$ cat src/design/lcrpd_pkg.sv
`default_nettype none

package lcrpd_pkg;

    // sizes of the readout and the averaging
    localparam int AVG_COUNT = 10;
    localparam int DATA_BITS = 24;

    localparam int THR_W   = 24;
    localparam int HP_W    = 8;
    localparam int SUM_W   = 28;
    localparam int CFG_W   = 24;
    localparam int LIMIT_W = THR_W + $clog2(AVG_COUNT + 1);
    localparam int CMP_W   = (LIMIT_W > SUM_W) ? LIMIT_W : SUM_W;
    localparam int PULSE_W = $clog2(DATA_BITS + 1);
    localparam int GRP_W   = $clog2(AVG_COUNT + 1);

    // configuration register indexes
    localparam logic REG_DETECT_THRESHOLD  = 1'b0;
    localparam logic REG_HALF_PERIOD_TICKS = 1'b1;

    // reset values of the configuration registers
    localparam logic [THR_W-1:0] THRESHOLD_RESET = THR_W'(5000);
    localparam logic [HP_W-1:0]  HALF_RESET      = HP_W'(2);

    localparam logic [DATA_BITS-1:0] WORD_TOP = {1'b1, {(DATA_BITS - 1){1'b0}}};
    localparam logic [SUM_W-1:0]     SUM_MAX  = {SUM_W{1'b1}};

    // reading event from the pin sequencer to the group logic
    typedef struct packed {
        logic                 rvalid;
        logic [DATA_BITS-1:0] shift_next;
    } seq_evt_t;

    // saturating add of a reading to a running sum
    function automatic logic [SUM_W-1:0] sat_add(input logic [SUM_W-1:0] a,
                                                 input logic [DATA_BITS-1:0] b);
        logic [SUM_W:0] s;
        s = {1'b0, a} + (SUM_W + 1)'(b);
        return s[SUM_W] ? SUM_MAX : s[SUM_W-1:0];
    endfunction

endpackage

`default_nettype wire

$ cat src/design/lcrpd_seq.sv
`default_nettype none

module lcrpd_seq
    import lcrpd_pkg::*;
(
    input  wire logic                 clk,
    input  wire logic                 rst_n,
    input  wire logic                 step,
    input  wire logic                 data_level,
    input  wire logic [HP_W-1:0]      half_ticks,
    output logic                      clock_level,
    output logic [DATA_BITS-1:0]      reading_next,
    output seq_evt_t                  evt
);

    localparam logic [2:0] PH_IDLE  = 3'd0;
    localparam logic [2:0] PH_WAIT  = 3'd1;
    localparam logic [2:0] PH_DHIGH = 3'd2;
    localparam logic [2:0] PH_DLOW  = 3'd3;
    localparam logic [2:0] PH_GHIGH = 3'd4;
    localparam logic [2:0] PH_GLOW  = 3'd5;

    logic [2:0]           phase_reg, phase_next;
    logic [HP_W-1:0]      tick_reg, tick_next;
    logic [PULSE_W-1:0]   pulse_reg, pulse_next;
    logic [DATA_BITS-1:0] shift_reg, shift_next;
    logic [DATA_BITS-1:0] reading_reg;
    logic [HP_W-1:0]      hp;
    logic [HP_W-1:0]      tick_inc;
    logic [PULSE_W-1:0]   pulse_inc;
    logic                 rvalid;

    // a half period of zero counts as one
    assign hp        = (half_ticks == '0) ? HP_W'(1) : half_ticks;
    assign tick_inc  = tick_reg + HP_W'(1);
    assign pulse_inc = pulse_reg + PULSE_W'(1);

    assign clock_level = (phase_reg == PH_DHIGH) || (phase_reg == PH_GHIGH);

    // pin phase sequencing for one tick
    always_comb
    begin
        phase_next = phase_reg;
        tick_next  = tick_reg;
        pulse_next = pulse_reg;
        shift_next = shift_reg;
        rvalid     = 1'b0;
        if (phase_reg == PH_WAIT)
        begin
            if (!data_level)
            begin
                phase_next = PH_DHIGH;
                tick_next  = '0;
                pulse_next = '0;
                shift_next = '0;
            end
        end
        else if (tick_inc >= hp)
        begin
            tick_next = '0;
            case (phase_reg)
                PH_IDLE:  phase_next = PH_WAIT;
                PH_DHIGH: phase_next = PH_DLOW;
                PH_DLOW:
                begin
                    shift_next = {shift_reg[DATA_BITS-2:0], data_level};
                    pulse_next = pulse_inc;
                    phase_next = (pulse_inc >= PULSE_W'(DATA_BITS)) ? PH_GHIGH : PH_DHIGH;
                end
                PH_GHIGH: phase_next = PH_GLOW;
                default:
                begin
                    phase_next = PH_IDLE;
                    rvalid     = 1'b1;
                end
            endcase
        end
        else
        begin
            tick_next = tick_inc;
        end
    end

    assign reading_next   = rvalid ? (shift_reg ^ WORD_TOP) : reading_reg;
    assign evt.rvalid     = rvalid;
    assign evt.shift_next = shift_next;

    // sequencer state
    always_ff @(posedge clk or negedge rst_n)
    begin
        if (!rst_n)
        begin
            phase_reg   <= PH_IDLE;
            tick_reg    <= '0;
            pulse_reg   <= '0;
            shift_reg   <= '0;
            reading_reg <= '0;
        end
        else if (step)
        begin
            phase_reg   <= phase_next;
            tick_reg    <= tick_next;
            pulse_reg   <= pulse_next;
            shift_reg   <= shift_next;
            reading_reg <= reading_next;
        end
    end

endmodule

`default_nettype wire

$ cat src/design/lcrpd_grp.sv
`default_nettype none

module lcrpd_grp
    import lcrpd_pkg::*;
(
    input  wire logic               clk,
    input  wire logic               rst_n,
    input  wire logic               step,
    input  wire logic               command,
    input  wire logic [LIMIT_W-1:0] limit,
    input  wire seq_evt_t           evt,
    output logic                    group_valid,
    output logic [SUM_W-1:0]        sum_next,
    output logic                    item_next,
    output logic                    base_valid_next
);

    logic [SUM_W-1:0] run_reg, run_next;
    logic [SUM_W-1:0] cand_reg, cand_next;
    logic [SUM_W-1:0] base_reg, base_next;
    logic [SUM_W-1:0] held_sum_reg;
    logic [GRP_W-1:0] gc_reg, gc_next;
    logic [GRP_W-1:0] gc_inc;
    logic             base_valid_reg;
    logic             pend_reg, pend_next;
    logic             item_reg;
    logic             pend_eff;
    logic [SUM_W-1:0] diff;

    assign pend_eff = pend_reg | command;
    assign gc_inc   = gc_reg + GRP_W'(1);
    // cand_reg already holds the running sum plus the word in flight
    assign diff     = (cand_reg >= base_reg) ? (cand_reg - base_reg) : (base_reg - cand_reg);

    // group accumulation, baseline capture and comparison
    always_comb
    begin
        run_next        = run_reg;
        gc_next         = gc_reg;
        base_next       = base_reg;
        base_valid_next = base_valid_reg;
        pend_next       = pend_eff;
        sum_next        = held_sum_reg;
        item_next       = item_reg;
        group_valid     = 1'b0;
        if (evt.rvalid)
        begin
            if (gc_inc >= GRP_W'(AVG_COUNT))
            begin
                group_valid = 1'b1;
                sum_next    = cand_reg;
                run_next    = '0;
                gc_next     = '0;
                if (!base_valid_reg || pend_eff)
                begin
                    base_next       = cand_reg;
                    base_valid_next = 1'b1;
                    pend_next       = 1'b0;
                    item_next       = 1'b0;
                end
                else
                begin
                    item_next = CMP_W'(diff) > CMP_W'(limit);
                end
            end
            else
            begin
                run_next = cand_reg;
                gc_next  = gc_inc;
            end
        end
    end

    // precomputed sum for the next reading
    assign cand_next = sat_add(run_next, evt.shift_next ^ WORD_TOP);

    // group state
    always_ff @(posedge clk or negedge rst_n)
    begin
        if (!rst_n)
        begin
            run_reg        <= '0;
            cand_reg       <= SUM_W'(WORD_TOP);
            base_reg       <= '0;
            held_sum_reg   <= '0;
            gc_reg         <= '0;
            base_valid_reg <= 1'b0;
            pend_reg       <= 1'b0;
            item_reg       <= 1'b0;
        end
        else if (step)
        begin
            run_reg        <= run_next;
            cand_reg       <= cand_next;
            base_reg       <= base_next;
            held_sum_reg   <= sum_next;
            gc_reg         <= gc_next;
            base_valid_reg <= base_valid_next;
            pend_reg       <= pend_next;
            item_reg       <= item_next;
        end
    end

endmodule

`default_nettype wire

$ cat src/design/load_cell_readout_presence_detector_top.sv
// channel  handshake               payload
// in       in_valid / in_ready     data_level, command
// out      out_valid / out_ready   clock_level, reading_valid, reading, group_valid,
//                                  reading_sum, item_detected, baseline_ready
// cfg      cfg_write               cfg_index, cfg_data
//
// one transaction in and one out per cycle while the output is not stalled;
// each input tick is held in the input register, and its result is then
// registered in the output register. the output register frees on out_ready,
// so an output stall backs up into the input register and then drops in_ready.
// reset clears the sequencer to idle low and run, base and held sums and flags to zero.
`default_nettype none

module load_cell_readout_presence_detector_top
    import lcrpd_pkg::*;
(
    input  wire logic                 clk,
    input  wire logic                 rst_n,
    input  wire logic                 in_valid,
    output logic                      in_ready,
    input  wire logic                 data_level,
    input  wire logic                 command,
    output logic                      out_valid,
    input  wire logic                 out_ready,
    output logic                      clock_level,
    output logic                      reading_valid,
    output logic [DATA_BITS-1:0]      reading,
    output logic                      group_valid,
    output logic [SUM_W-1:0]          reading_sum,
    output logic                      item_detected,
    output logic                      baseline_ready,
    input  wire logic                 cfg_write,
    input  wire logic                 cfg_index,
    input  wire logic [CFG_W-1:0]     cfg_data
);

    logic                 inq_valid_reg;
    logic                 data_reg;
    logic                 cmd_reg;
    logic                 out_valid_reg;
    logic                 step;
    logic [LIMIT_W-1:0]   limit_reg;
    logic [HP_W-1:0]      half_reg;

    logic                 clk_lvl;
    logic [DATA_BITS-1:0] reading_nx;
    seq_evt_t             evt;
    logic                 gvalid;
    logic [SUM_W-1:0]     sum_nx;
    logic                 item_nx;
    logic                 bvalid_nx;

    logic                 clock_level_reg;
    logic                 reading_valid_reg;
    logic [DATA_BITS-1:0] reading_reg;
    logic                 group_valid_reg;
    logic [SUM_W-1:0]     reading_sum_reg;
    logic                 item_detected_reg;
    logic                 baseline_ready_reg;

    // a tick advances when the output register is free or being drained
    assign step     = inq_valid_reg && (!out_valid_reg || out_ready);
    assign in_ready = !inq_valid_reg || step;

    // configuration registers, threshold kept scaled by the group size
    always_ff @(posedge clk or negedge rst_n)
    begin
        if (!rst_n)
        begin
            limit_reg <= LIMIT_W'(THRESHOLD_RESET * LIMIT_W'(AVG_COUNT));
            half_reg  <= HALF_RESET;
        end
        else if (cfg_write)
        begin
            case (cfg_index)
                REG_DETECT_THRESHOLD:  limit_reg <= cfg_data[THR_W-1:0] * LIMIT_W'(AVG_COUNT);
                REG_HALF_PERIOD_TICKS: half_reg  <= cfg_data[HP_W-1:0];
                default:               half_reg  <= half_reg;
            endcase
        end
    end

    // input register
    always_ff @(posedge clk or negedge rst_n)
    begin
        if (!rst_n)
        begin
            inq_valid_reg <= 1'b0;
        end
        else if (in_valid && in_ready)
        begin
            inq_valid_reg <= 1'b1;
        end
        else if (step)
        begin
            inq_valid_reg <= 1'b0;
        end
    end

    always_ff @(posedge clk)
    begin
        if (in_valid && in_ready)
        begin
            data_reg <= data_level;
            cmd_reg  <= command;
        end
    end

    lcrpd_seq u_seq (
        .clk          (clk),
        .rst_n        (rst_n),
        .step         (step),
        .data_level   (data_reg),
        .half_ticks   (half_reg),
        .clock_level  (clk_lvl),
        .reading_next (reading_nx),
        .evt          (evt)
    );

    lcrpd_grp u_grp (
        .clk             (clk),
        .rst_n           (rst_n),
        .step            (step),
        .command         (cmd_reg),
        .limit           (limit_reg),
        .evt             (evt),
        .group_valid     (gvalid),
        .sum_next        (sum_nx),
        .item_next       (item_nx),
        .base_valid_next (bvalid_nx)
    );

    // output register
    always_ff @(posedge clk or negedge rst_n)
    begin
        if (!rst_n)
        begin
            out_valid_reg <= 1'b0;
        end
        else if (step)
        begin
            out_valid_reg <= 1'b1;
        end
        else if (out_ready)
        begin
            out_valid_reg <= 1'b0;
        end
    end

    always_ff @(posedge clk)
    begin
        if (step)
        begin
            clock_level_reg    <= clk_lvl;
            reading_valid_reg  <= evt.rvalid;
            reading_reg        <= reading_nx;
            group_valid_reg    <= gvalid;
            reading_sum_reg    <= sum_nx;
            item_detected_reg  <= item_nx;
            baseline_ready_reg <= bvalid_nx;
        end
    end

    assign out_valid      = out_valid_reg;
    assign clock_level    = clock_level_reg;
    assign reading_valid  = reading_valid_reg;
    assign reading        = reading_reg;
    assign group_valid    = group_valid_reg;
    assign reading_sum    = reading_sum_reg;
    assign item_detected  = item_detected_reg;
    assign baseline_ready = baseline_ready_reg;

endmodule

`default_nettype wire

$ cat config.mk
export PLATFORM = sky130hd
export DESIGN_NAME = load_cell_readout_presence_detector_top
export DESIGN_NICKNAME = d
export VERILOG_FILES = /design/src/design/lcrpd_pkg.sv /design/src/design/lcrpd_seq.sv /design/src/design/lcrpd_grp.sv /design/src/design/load_cell_readout_presence_detector_top.sv
export SDC_FILE = /design/constraint.sdc
export NUM_CORES = 1
export LEC_CHECK = 0
export ABC_AREA = 1
export BUFFER_PORTS_ARGS = -buffer_cell sky130_fd_sc_hd__buf_4
export CAP_MARGIN = 10
export CORE_MARGIN = 4
export CORE_UTILIZATION = 62
export DETAILED_ROUTE_END_ITERATION = 7
export GPL_ROUTABILITY_DRIVEN = 0
export PLACE_DENSITY = 0.8
export SYNTH_ARGS = -nofsm -noshare
export SYNTH_HDL_FRONTEND = slang
export SYNTH_SLANG_ARGS = --single-unit
$ cat constraint.sdc
create_clock -name clk -period 14.5 [get_ports clk]
set_clock_uncertainty 0.1 [all_clocks]
set_input_delay 0.725 -clock clk [delete_from_list [all_inputs] [get_ports clk]]
set_output_delay 0.725 -clock clk [all_outputs]
set_load 0.01 [all_outputs]
# [Word-level counts from Yosys, hierarchy flattened]
# Cells that the tools add are included.
[classes] add_sub_neg=6 n_mul=1 order_cmp=5 n_eq_ne=5 muxes=42 bitwise_logic=4 n_reduce_logical=23
[ops] cell="28-bit two-way mux" n=6
[ops] cell="24-bit two-way mux" n=5
[ops] cell="28-bit subtractor" n=2
[ops] cell="8-bit two-way mux" n=4
[ops] cell="28-bit by 24-bit adder with 29-bit output" n=1
[ops] cell="28-bit >= comparator" n=1
[ops] cell="28-bit greater-than comparator" n=1
[ops] cell="24-bit by 3-bit multiplier with 27-bit output (second input constant)" n=1
[ops] cell="5-bit two-way mux" n=4
[ops] cell="1-bit two-way mux" n=17
[ops] cell="3-bit two-way mux" n=4
[ops] cell="3-bit case mux with 4 select lines" n=1
[ops] cell="8-bit by 1-bit adder with 8-bit output (second input constant)" n=1
[ops] cell="8-bit >= comparator" n=1
[ops] cell="8-bit logical NOT" n=1
[ops] cell="2-bit AND reduction" n=4
[ops] cell="4-bit AND reduction" n=2
[ops] cell="2-bit nonzero test" n=4
[ops] cell="3-bit by 2-bit == test with 1-bit output (second input constant)" n=2
[ops] cell="5-bit by 1-bit adder with 5-bit output (second input constant)" n=1
[ops] cell="5-bit >= comparator (second input constant)" n=1
[ops] cell="4-bit by 1-bit adder with 4-bit output (second input constant)" n=1
[ops] cell="4-bit >= comparator (second input constant)" n=1
[ops] cell="1-bit logical OR" n=4
[ops] cell="other kinds (11)" n=16
[totals] reg_bits=279 input_bits=32 output_inout_bits=59 wordCells=112

# [Longest topological paths before layout]
# Gate-level depths: netlist (run 1).
[depth] ltp_word=8 depth_mapped=34 mapped_depth_nobuf=32

# [Modules after synthesis]
# From an unflattened synthesis (run 1), not the netlist that was laid out.
[unflattened] cells_unflattened=2747 area_unflattened_um2=20285.7
[by_module_without_submodules] module="lcrpd_grp" instances=1 cells_per_inst=1653 area_each_um2=11220.8
[by_module_without_submodules] module="load_cell_readout_presence_detector_top" instances=1 cells_per_inst=540 area_each_um2=5073.6
[by_module_without_submodules] module="lcrpd_seq" instances=1 cells_per_inst=554 area_each_um2=3991.3

# [Least setup slack after synthesis (run 1)]
# No wires, ideal clock.
[synth_path] kind="reg2reg" startpoint="register u_seq.tick_reg[2]" endpoint="register u_grp.cand_reg[10]" setup_ps=83 arrival_ps=4365 slack_ps=9951 path_stages_with_launch=33 path_buffers=4 period_less_slack_ps=4549 cell_sequence="dfrtp_1 inv_1 nor3_1 nand3_1 nor3_1 xor2_1 ha_1 nand2_1 nor2_2 nand4_2 nand3_4 nand2_4 buf_6 inv_1 buf_2 buf_2 o21ai_1 inv_1 ha_1 inv_1 fa_1 inv_1 nand3_1 nand2_1 nand2_1 nand3_1 nand2_1 nand3_1 nand3_4 nor2_8 nor2_8 buf_6 a22oi_2"
[synth_lines] element="start: declaration" line_no="lcrpd_seq.sv:24" text="logic [HP_W-1:0] tick_reg, tick_next;"
[synth_lines] element="start signal: assignment" line_no="lcrpd_seq.sv:102" text="tick_reg <= tick_next;"
[synth_lines] element="end signal: assignment" line_no="lcrpd_grp.sv:83" text="cand_reg <= SUM_W'(WORD_TOP);"
[synth_lines] element="end signal: assignment" line_no="lcrpd_grp.sv:94" text="cand_reg <= cand_next;"
[synth_lines] element="end: declaration" line_no="lcrpd_grp.sv:19" text="logic [SUM_W-1:0] cand_reg, cand_next;"

# [Worst setup path in the final report (run 1)]
[layout_path] startpoint="register u_seq.tick_reg[2]" endpoint="register u_grp.cand_reg[2]"
[layout_via] elab_chain_len=7
[layout_rtl] element="8-bit by 1-bit adder with 8-bit output" line_no="lcrpd_seq.sv:35" text="assign tick_inc = tick_reg + HP_W'(1);"
[layout_rtl] element="8-bit >= comparator" line_no="lcrpd_seq.sv:58" text="else if (tick_inc >= hp)"
[layout_rtl] element="1-bit two-way mux" line_no="lcrpd_seq.sv:58"
[layout_rtl] element="1-bit two-way mux" line_no="lcrpd_seq.sv:48" text="if (phase_reg == PH_WAIT)"
[layout_rtl] element="28-bit two-way mux" line_no="lcrpd_grp.sv:46" text="if (evt.rvalid)"
[layout_rtl] element="net u_grp.run_next[0]" line_no="lcrpd_grp.sv:18" text="logic [SUM_W-1:0] run_reg, run_next;"
[layout_rtl] element="28-bit by 24-bit adder with 29-bit output" line_no="lcrpd_pkg.sv:39" text="s = {1'b0, a} + (SUM_W + 1)'(b);"
[layout_rtl] element="28-bit two-way mux" line_no="lcrpd_pkg.sv:40" text="return s[SUM_W] ? SUM_MAX : s[SUM_W-1:0];"
# The timed path passes the listed nets, and every way through them passes these cells.
# A chain may end at the register's enable or synchronous reset.

==> impl_metrics.csv, run 1 <==
group,metric,value,unit
critical_path,crit_start,"u_seq.tick_reg[2]$_DFFE_PN0P_",
finish,diodes,0,
critical_path,worst_ep_required_time,14.86,ns
yosys,syn-cell-area,19200,µm²
clocking,cts_resized,0,
yosys,synthArstFlopShare,0.789,
grt,globalRouteOverflowTotal,0,
clocking,cts_sinks,279,
place,post_dp_cell_area,20100,µm²
route,drc,0,
floorplanning,die-width,184,µm
yosys,syn_nets,2704,
floorplanning,start_util,0.627,
route,drt_pass1_iterations,7,
grt,grt_max_degree,89,
place,io_buffers,90,
route,viasPerCell,5.88,
finish,final_layout_size_suffix_gt1_frac,0.0862,
finish,final_cell_area,21100,µm²
sta,rsz0062_at_grt,"false",
clocking,holdBufCountCts,0,
critical_path,r2r-start,"u_seq.tick_reg[2]$_DFFE_PN0P_",
sta,hold_slack,0.0175,ns
yosys,yosysMostFrequentCell,"nand2_1",
sta,hold_violations,0,
sta,setup_viol,0,
grt,grt_pass1_wl,84.6,mm
clocking,cts-htree-levels,1,
critical_path,slowest_stage,"nand2_4",
grt,busiest_layer,"met2",
yosys,yosys_register_bits,279,
yosys,synth_common_cells,"nand2_1 (553), inv_1 (423), o21ai_0 (274)",
clocking,insertion_delay,0.57,ns
finish,finish.utilization,0.690,
yosys,synth_area_per_cell,7.66,µm²
yosys,ys_seq_area_frac,0.380,
route,route.vias.total,17500,
critical_path,crit_fanout,56,
sta,fin_crit_sh,0.415,
grt,antenna_found_initial,0,
yosys,yosysTopAreaCellShare,0.277,
sta,fin_crit,6.02,ns
hold_path,timing.hold.worst.class,"input port to asynchronous set/reset pin",
floorplanning,dieHeight,184,µm
floorplanning,rows,64,
finish,finalNetCount,2763,
clocking,cts_root_buf,"clkbuf_16",
pwr,finalPower,4.93,mW
critical_path,worstSetupPathType,"register to register",
critical_path,r2r_setup_slack,8.48,ns
sta,fmax,0.166,GHz
clocking,ctsLongestPathBuffers,3,
route,drt_wl_total,52.2,mm
yosys,synth_cell_type_count,54,
sta,slew_violations,0,
floorplanning,io-pin-count,91,
grt,track_usage,0.305,
yosys,ys_warn_count,0,
sta,worstMarginPinSlew,1.03,ns
clocking,clkTransAtPathRegs,0.07,ns
grt,grt_pass1_vias,16800,
yosys,synth_edf_count,59,
clocking,postCtsSetupBuffers,0,
clocking,numCtsBuffers,29,
floorplanning,die_area,33800,µm²
pwr,irDropWorstVdd,0.132,mV
sta,timing.setup.tns,0,ns
grt,grt_use_met3,0.0364,
grt,grt_util_met2,0.520,
outcome,outcome,"finished clean",
route,drt-wirelength-per-cell,17.5,µm
sta,relSlewSlack,0.311,
pwr,power.density,233,nW/µm²
yosys,synthTopCellsByArea,"dfrtp_1 (28%), nand2_1 (11%), ha_1 (11%), edfxtp_1 (9.2%), inv_1 (8.3%)",
critical_path,r2r_cells,29,
pwr,p_leak,10.6,nW
place,hpwl,38.8,mm
finish,area_growth_syn_to_layout,10.1,%
clocking,cts_tree,"built",
job,maxCapViolCount,0,
critical_path,critPathMostFrequentCell,"inv_1",
critical_path,critPathArrivalTime,6.38,ns
yosys,synthCells,2505,
yosys,synth_top_cell_by_area,"dfrtp_1",
critical_path,reg2reg_to,"u_grp.cand_reg[2]$_DFFE_PN0P_",
critical_path,startpoint_type,"register",
critical_path,cpPeakStageDelay,0.44,ns
critical_path,worstSetupEndpointType,"register",
grt,grt_use_met1,0.409,
floorplanning,core-area,30600,µm²
route,ant_nets,0,
route,drt_iter0_markers,2130,
yosys,synth_top_flop_cell,"dfrtp_1",
-- kinds of logic (layout without fill, tap and decap cells) --
| kind of cell | after synthesis | after routing | share of synthesized area |
|---|---|---|---|
| simple gates | 861 | 861 | 0.189 |
| compound gates | 610 | 610 | 0.179 |
| buf+inv | 505 | 587 | 0.104 |
| flops | 279 | 279 | 0.380 |
| fa+ha+maj | 167 | 167 | 0.110 |
| xor+xnor | 83 | 83 | 0.0379 |
-- critical path: cells and delay by family (launching register included) --
family / cells / cell delay [ns]
AO/OA/AOI/OAI: 4 / 0.69
flip-flops: 1 / 0.39
buffers and inverters: 6 / 1.02
AND/OR/NAND/NOR: 15 / 2.57
adder cells (fa/ha/maj): 3 / 0.85
XOR/XNOR: 1 / 0.26
-- worst max path at each step --
stage | endpoint | slack, ns | depth (start not counted)
3_5_place_dp | u_grp.cand_reg[27]$_DFFE_PN0P_ | 8.19 | 31
2_1_floorplan | u_grp.cand_reg[10]$_DFFE_PN0P_ | 9.95 | 32
5_1_grt | u_grp.cand_reg[27]$_DFFE_PN0P_ | 7.95 | 32
4_1_cts | u_grp.cand_reg[27]$_DFFE_PN0P_ | 8.09 | 31
6_report | u_grp.cand_reg[2]$_DFFE_PN0P_ | 8.48 | 29
3_3_place_gp | u_grp.cand_reg[27]$_DFFE_PN0P_ | 8.46 | 31
-- cell usage in the layout (no fill, tap or decap), types with 52 or more instances in the layout --
master / instances
nand2_1: 553
inv_1: 423
o21ai_0: 274
dfrtp_1: 212
ha_1: 163
nor2_1: 143
a21oi_1: 138
buf_4: 98
nand3_1: 84
xor2_1: 66
o21ai_1: 62
edfxtp_1: 59
o22ai_1: 52
-- through the flow --
| step | instances | setup slack, ns |
|---|---|---|
| detailed placement | 2928 | 8.19 |
| finish | 2983 | 8.48 |
| floorplan | 2505 | 9.95 |
| global placement | 2928 | 8.46 |
| global route | 2983 | 7.95 |
| CTS | 2982 | 8.09 |
-- layout make-up --
type / instances / area (µm²)
clock buffers: 33 / 761
flip-flops and latches: 279 / 7290
clock inverters: 21 / 260
inverters: 433 / 1630
multi-input cells: 1721 / 9910
repair buffers: 100 / 778
fillers: 2432 / 9470
well taps: 396 / 495
-- layer usage --
layer  vias up  routed length (µm)
met5         -                   0
met4         0                1950
met3       158                4110
met2       838               24900
met1      8252               21300
li1       8299                   -
-- power by group --
group          switching, mW  total (mW)  internal, mW  leakage, nW
logic                   1.88        2.84         0.956         6.88
clock network          0.327       0.796         0.469        0.501
registers              0.190        1.29          1.10         3.26
No activity file was read; power rests on OpenSTA's default activity.
==> run 2, diff against run 1 <==
- ABC_AREA: 1 -> 0
- CORE_UTILIZATION: 62 -> 57
- PLACE_DENSITY: 0.8 -> 0.78
- clock period: 14.5 -> 4.8 ns (I/O delays scaled with it)
==> run 2 against run 1 <==
The flow now finishes with violations (negative setup slack); global-route usage decreased by 3.2 points; worst hold slack improved by 0.071 ns; wire length decreased by 6.2%; critical path type unchanged.
==> impl_metrics.csv, run 2 <==
group,metric,value,unit
grt,grt_max_degree,112,
floorplanning,die_area,34200,µm²
clocking,clkTransAtPathRegs,0.07,ns
place,post_dp_cell_area,19800,µm²
yosys,synthTopCellsByArea,"dfrtp_1 (30%), ha_1 (11%), edfxtp_1 (9.9%), nand2_1 (9.4%), o21ai_0 (5.6%)",
route,ant_nets,0,
outcome,outcome,"finished, violations left",
yosys,yosysTopAreaCellShare,0.298,
yosys,ys_seq_area_frac,0.409,
route,drc,0,
grt,grt_pass1_wl,77.7,mm
critical_path,reg2reg_to,"u_grp.cand_reg[8]$_DFFE_PN0P_",
critical_path,r2r_cells,27,
finish,seqCellArea,7290,µm²
pwr,irDropWorstVdd,0.266,mV
critical_path,critPathArrivalTime,5.56,ns
critical_path,worst_ep_required_time,5.10,ns
job,maxCapViolCount,0,
grt,antenna_found_initial,0,
sta,fin_crit,5.26,ns
yosys,synth_top_flop_cell,"dfrtp_1",
sta,fin_ws,-0.456,ns
critical_path,r2r-start,"u_seq.tick_reg[1]$_DFFE_PN0P_",
sta,hold_violations,0,
floorplanning,rows,64,
floorplanning,start_util,0.580,
pwr,power.density,314,nW/µm²
critical_path,worstSetupEndpointType,"register",
sta,slew_violations,0,
yosys,synthCells,1986,
sta,relSlewSlack,0.202,
finish,multiInputGateArea,10400,µm²
sta,fmax,0.190,GHz
route,drt-wirelength-per-cell,18.6,µm
pwr,finalPower,6.90,mW
sta,setup_viol,29,
critical_path,worstSetupPathType,"register to register",
route,drt_wl_total,49.0,mm
finish,final_common_cell,"nand2_1",
yosys,synth_edf_count,59,
yosys,syn-cell-area,17800,µm²
hold_path,timing.hold.worst.class,"input port to register",
yosys,yosysMostFrequentCell,"nand2_1",
yosys,syn_nets,2185,
yosys,synthArstFlopShare,0.789,
grt,track_usage,0.274,
yosys,synth_area_per_cell,8.98,µm²
critical_path,startpoint_type,"register",
pwr,p_leak,10.4,nW
route,viasPerCell,5.99,
yosys,yosys_register_bits,279,
place,io_buffers,90,
hold_path,min_to,"limit_reg[25]$_DFFE_PN0P_",
floorplanning,core-area,30700,µm²
floorplanning,io-pin-count,91,
hold_path,min_from,"cfg_data[22]",
yosys,ys_warn_count,0,
place,post-place-ws,-0.265,ns
floorplanning,dieHeight,185,µm
sta,rsz0062_at_grt,"true",
clocking,cts_tree,"built",
grt,globalRouteOverflowTotal,0,
yosys,synth_cell_type_count,89,
sta,worstMarginPinSlew,1.20,ns
sta,fin_crit_sh,1.10,
finish,area_growth_syn_to_layout,23.2,%
clocking,insertion_delay,0.57,ns
hold_path,hold_depth,4,
finish,final_layout_size_suffix_gt1_frac,0.212,
yosys,synth_top_cell_by_area,"dfrtp_1",
finish,final_cell_area,22000,µm²
critical_path,r2r_setup_slack,-0.46,ns
critical_path,crit_fanout,16,
clocking,ctsLongestPathBuffers,3,
sta,hold_slack,0.0888,ns
finish,n_fill_cell,2210,
route,route.vias.total,15800,
grt,grt_pass1_vias,15600,
clocking,cts_root_buf,"clkbuf_16",
route,drt_pass1_iterations,8,
clocking,cts_sinks,279,
outcome,violations,"negative setup slack",
place,hpwl,33.3,mm
clocking,cts-htree-levels,1,
clocking,numCtsBuffers,30,
finish,layout_common_cells,"nand2_1 (445), buf_4 (254), dfrtp_1 (212), o21ai_0 (189), ha_1 (144)",
finish,finalNetCount,2413,
yosys,synth_common_cells,"nand2_1 (447), dfrtp_1 (212), o21ai_0 (200)",
finish,diodes,0,
floorplanning,die-width,185,µm
route,drt_iter0_markers,1497,
==> run 2: layout make-up <==
class	count	share of cell area
Multi-Input combinational cell	1501	0.473
Sequential cell	279	0.332
Timing Repair Buffer	287	0.108
Clock buffer	38	0.0369
Tap cell	396	0.0226
Inverter	115	0.0197
Clock inverter	18	0.00838
==> run 2: metal layers <==
metal	GRT usage	wire length, µm	vias to the layer above
li1	-	-	7405
met1	0.366	20100	7622
met2	0.473	24100	616
met3	0.0334	3250	147
met4	0.0755	1540	0
met5	0	0	-
==> run 2: worst max path at each step <==
| stage | cells after the start | slack (ns) | start | to |
|---|---|---|---|---|
| 2_1_floorplan | 24 | 0.02 | u_seq.tick_reg[0]$_DFFE_PN0P_ | u_grp.cand_reg[15]$_DFFE_PN0P_ |
| 3_3_place_gp | 23 | -0.09 | u_grp.cand_reg[0]$_DFFE_PN0P_ | item_detected$_DFFE_PP_ |
| 3_5_place_dp | 24 | -0.27 | u_seq.tick_reg[1]$_DFFE_PN0P_ | u_grp.cand_reg[26]$_DFFE_PN0P_ |
| 4_1_cts | 23 | -0.08 | u_seq.tick_reg[1]$_DFFE_PN0P_ | u_grp.cand_reg[8]$_DFFE_PN0P_ |
| 5_1_grt | 27 | -0.70 | u_seq.tick_reg[1]$_DFFE_PN0P_ | u_grp.cand_reg[8]$_DFFE_PN0P_ |
| 6_report | 27 | -0.46 | u_seq.tick_reg[1]$_DFFE_PN0P_ | u_grp.cand_reg[8]$_DFFE_PN0P_ |
==> run 2: critical path, cell delays in order, from the launching register on <==
cell and delay (ns):
dfrtp_1 0.40, and3_4 0.20, and3_4 0.21, nand3_4 0.09
xnor2_2 0.15, ha_1 0.31, nand3_2 0.11, o22ai_2 0.16
nor2_2 0.05, o31a_1 0.14, nor3_4 0.24, a21oi_2 0.07
buf_4 0.16, buf_6 0.12, buf_6 0.15, a22o_1 0.25
ha_1 0.33, buf_4 0.14, a21oi_1 0.12, o21bai_1 0.12
a21oi_2 0.30, and2_1 0.26, a31oi_4 0.07, a21oi_4 0.24
o21ai_4 0.09, buf_12 0.20, clkbuf_16 0.15, a2bb2oi_1 0.15
==> run 2: logic make-up (layout without fill, tap and decap cells) <==
logic type               after synthesis  after routing  synth area share
adder cells (fa/ha/maj)              167            167             0.119
AO/OA/AOI/OAI                        545            545             0.194
flip-flops                           279            279             0.409
multiplexers                          63             63            0.0373
AND/OR/NAND/NOR                      652            652             0.158
XOR/XNOR                              74             74            0.0364
buffers and inverters                206            458            0.0465
==> run 2: power by group <==
part | internal [mW] | switching, mW | total [mW]
sequential | 2.61 | 0.146 | 2.75
combinational | 0.783 | 1.02 | 1.80
clock | 1.36 | 0.993 | 2.35
total | 4.75 | 2.16 | 6.90
==> run 2: timing repair <==
action | CTS | global route
pin swaps | 26 | 46
hold buffers | 15 | 0
setup buffers | 25 | 14
endpoints found under the hold margin | 128 | 0
setup endpoints to repair | 30 | 30
gates cloned | 0 | 3
gates resized for setup | 58 | 62
==> run 2: stage by stage <==
step	setup TNS (ns)	instances	utilization
floorplan	0	1986	-
global placement	-1.66	2521	0.644
detailed placement	-6.01	2521	0.644
CTS	-1.52	2617	0.698
global route	-18.50	2634	0.714
finish	-11.43	2634	0.714
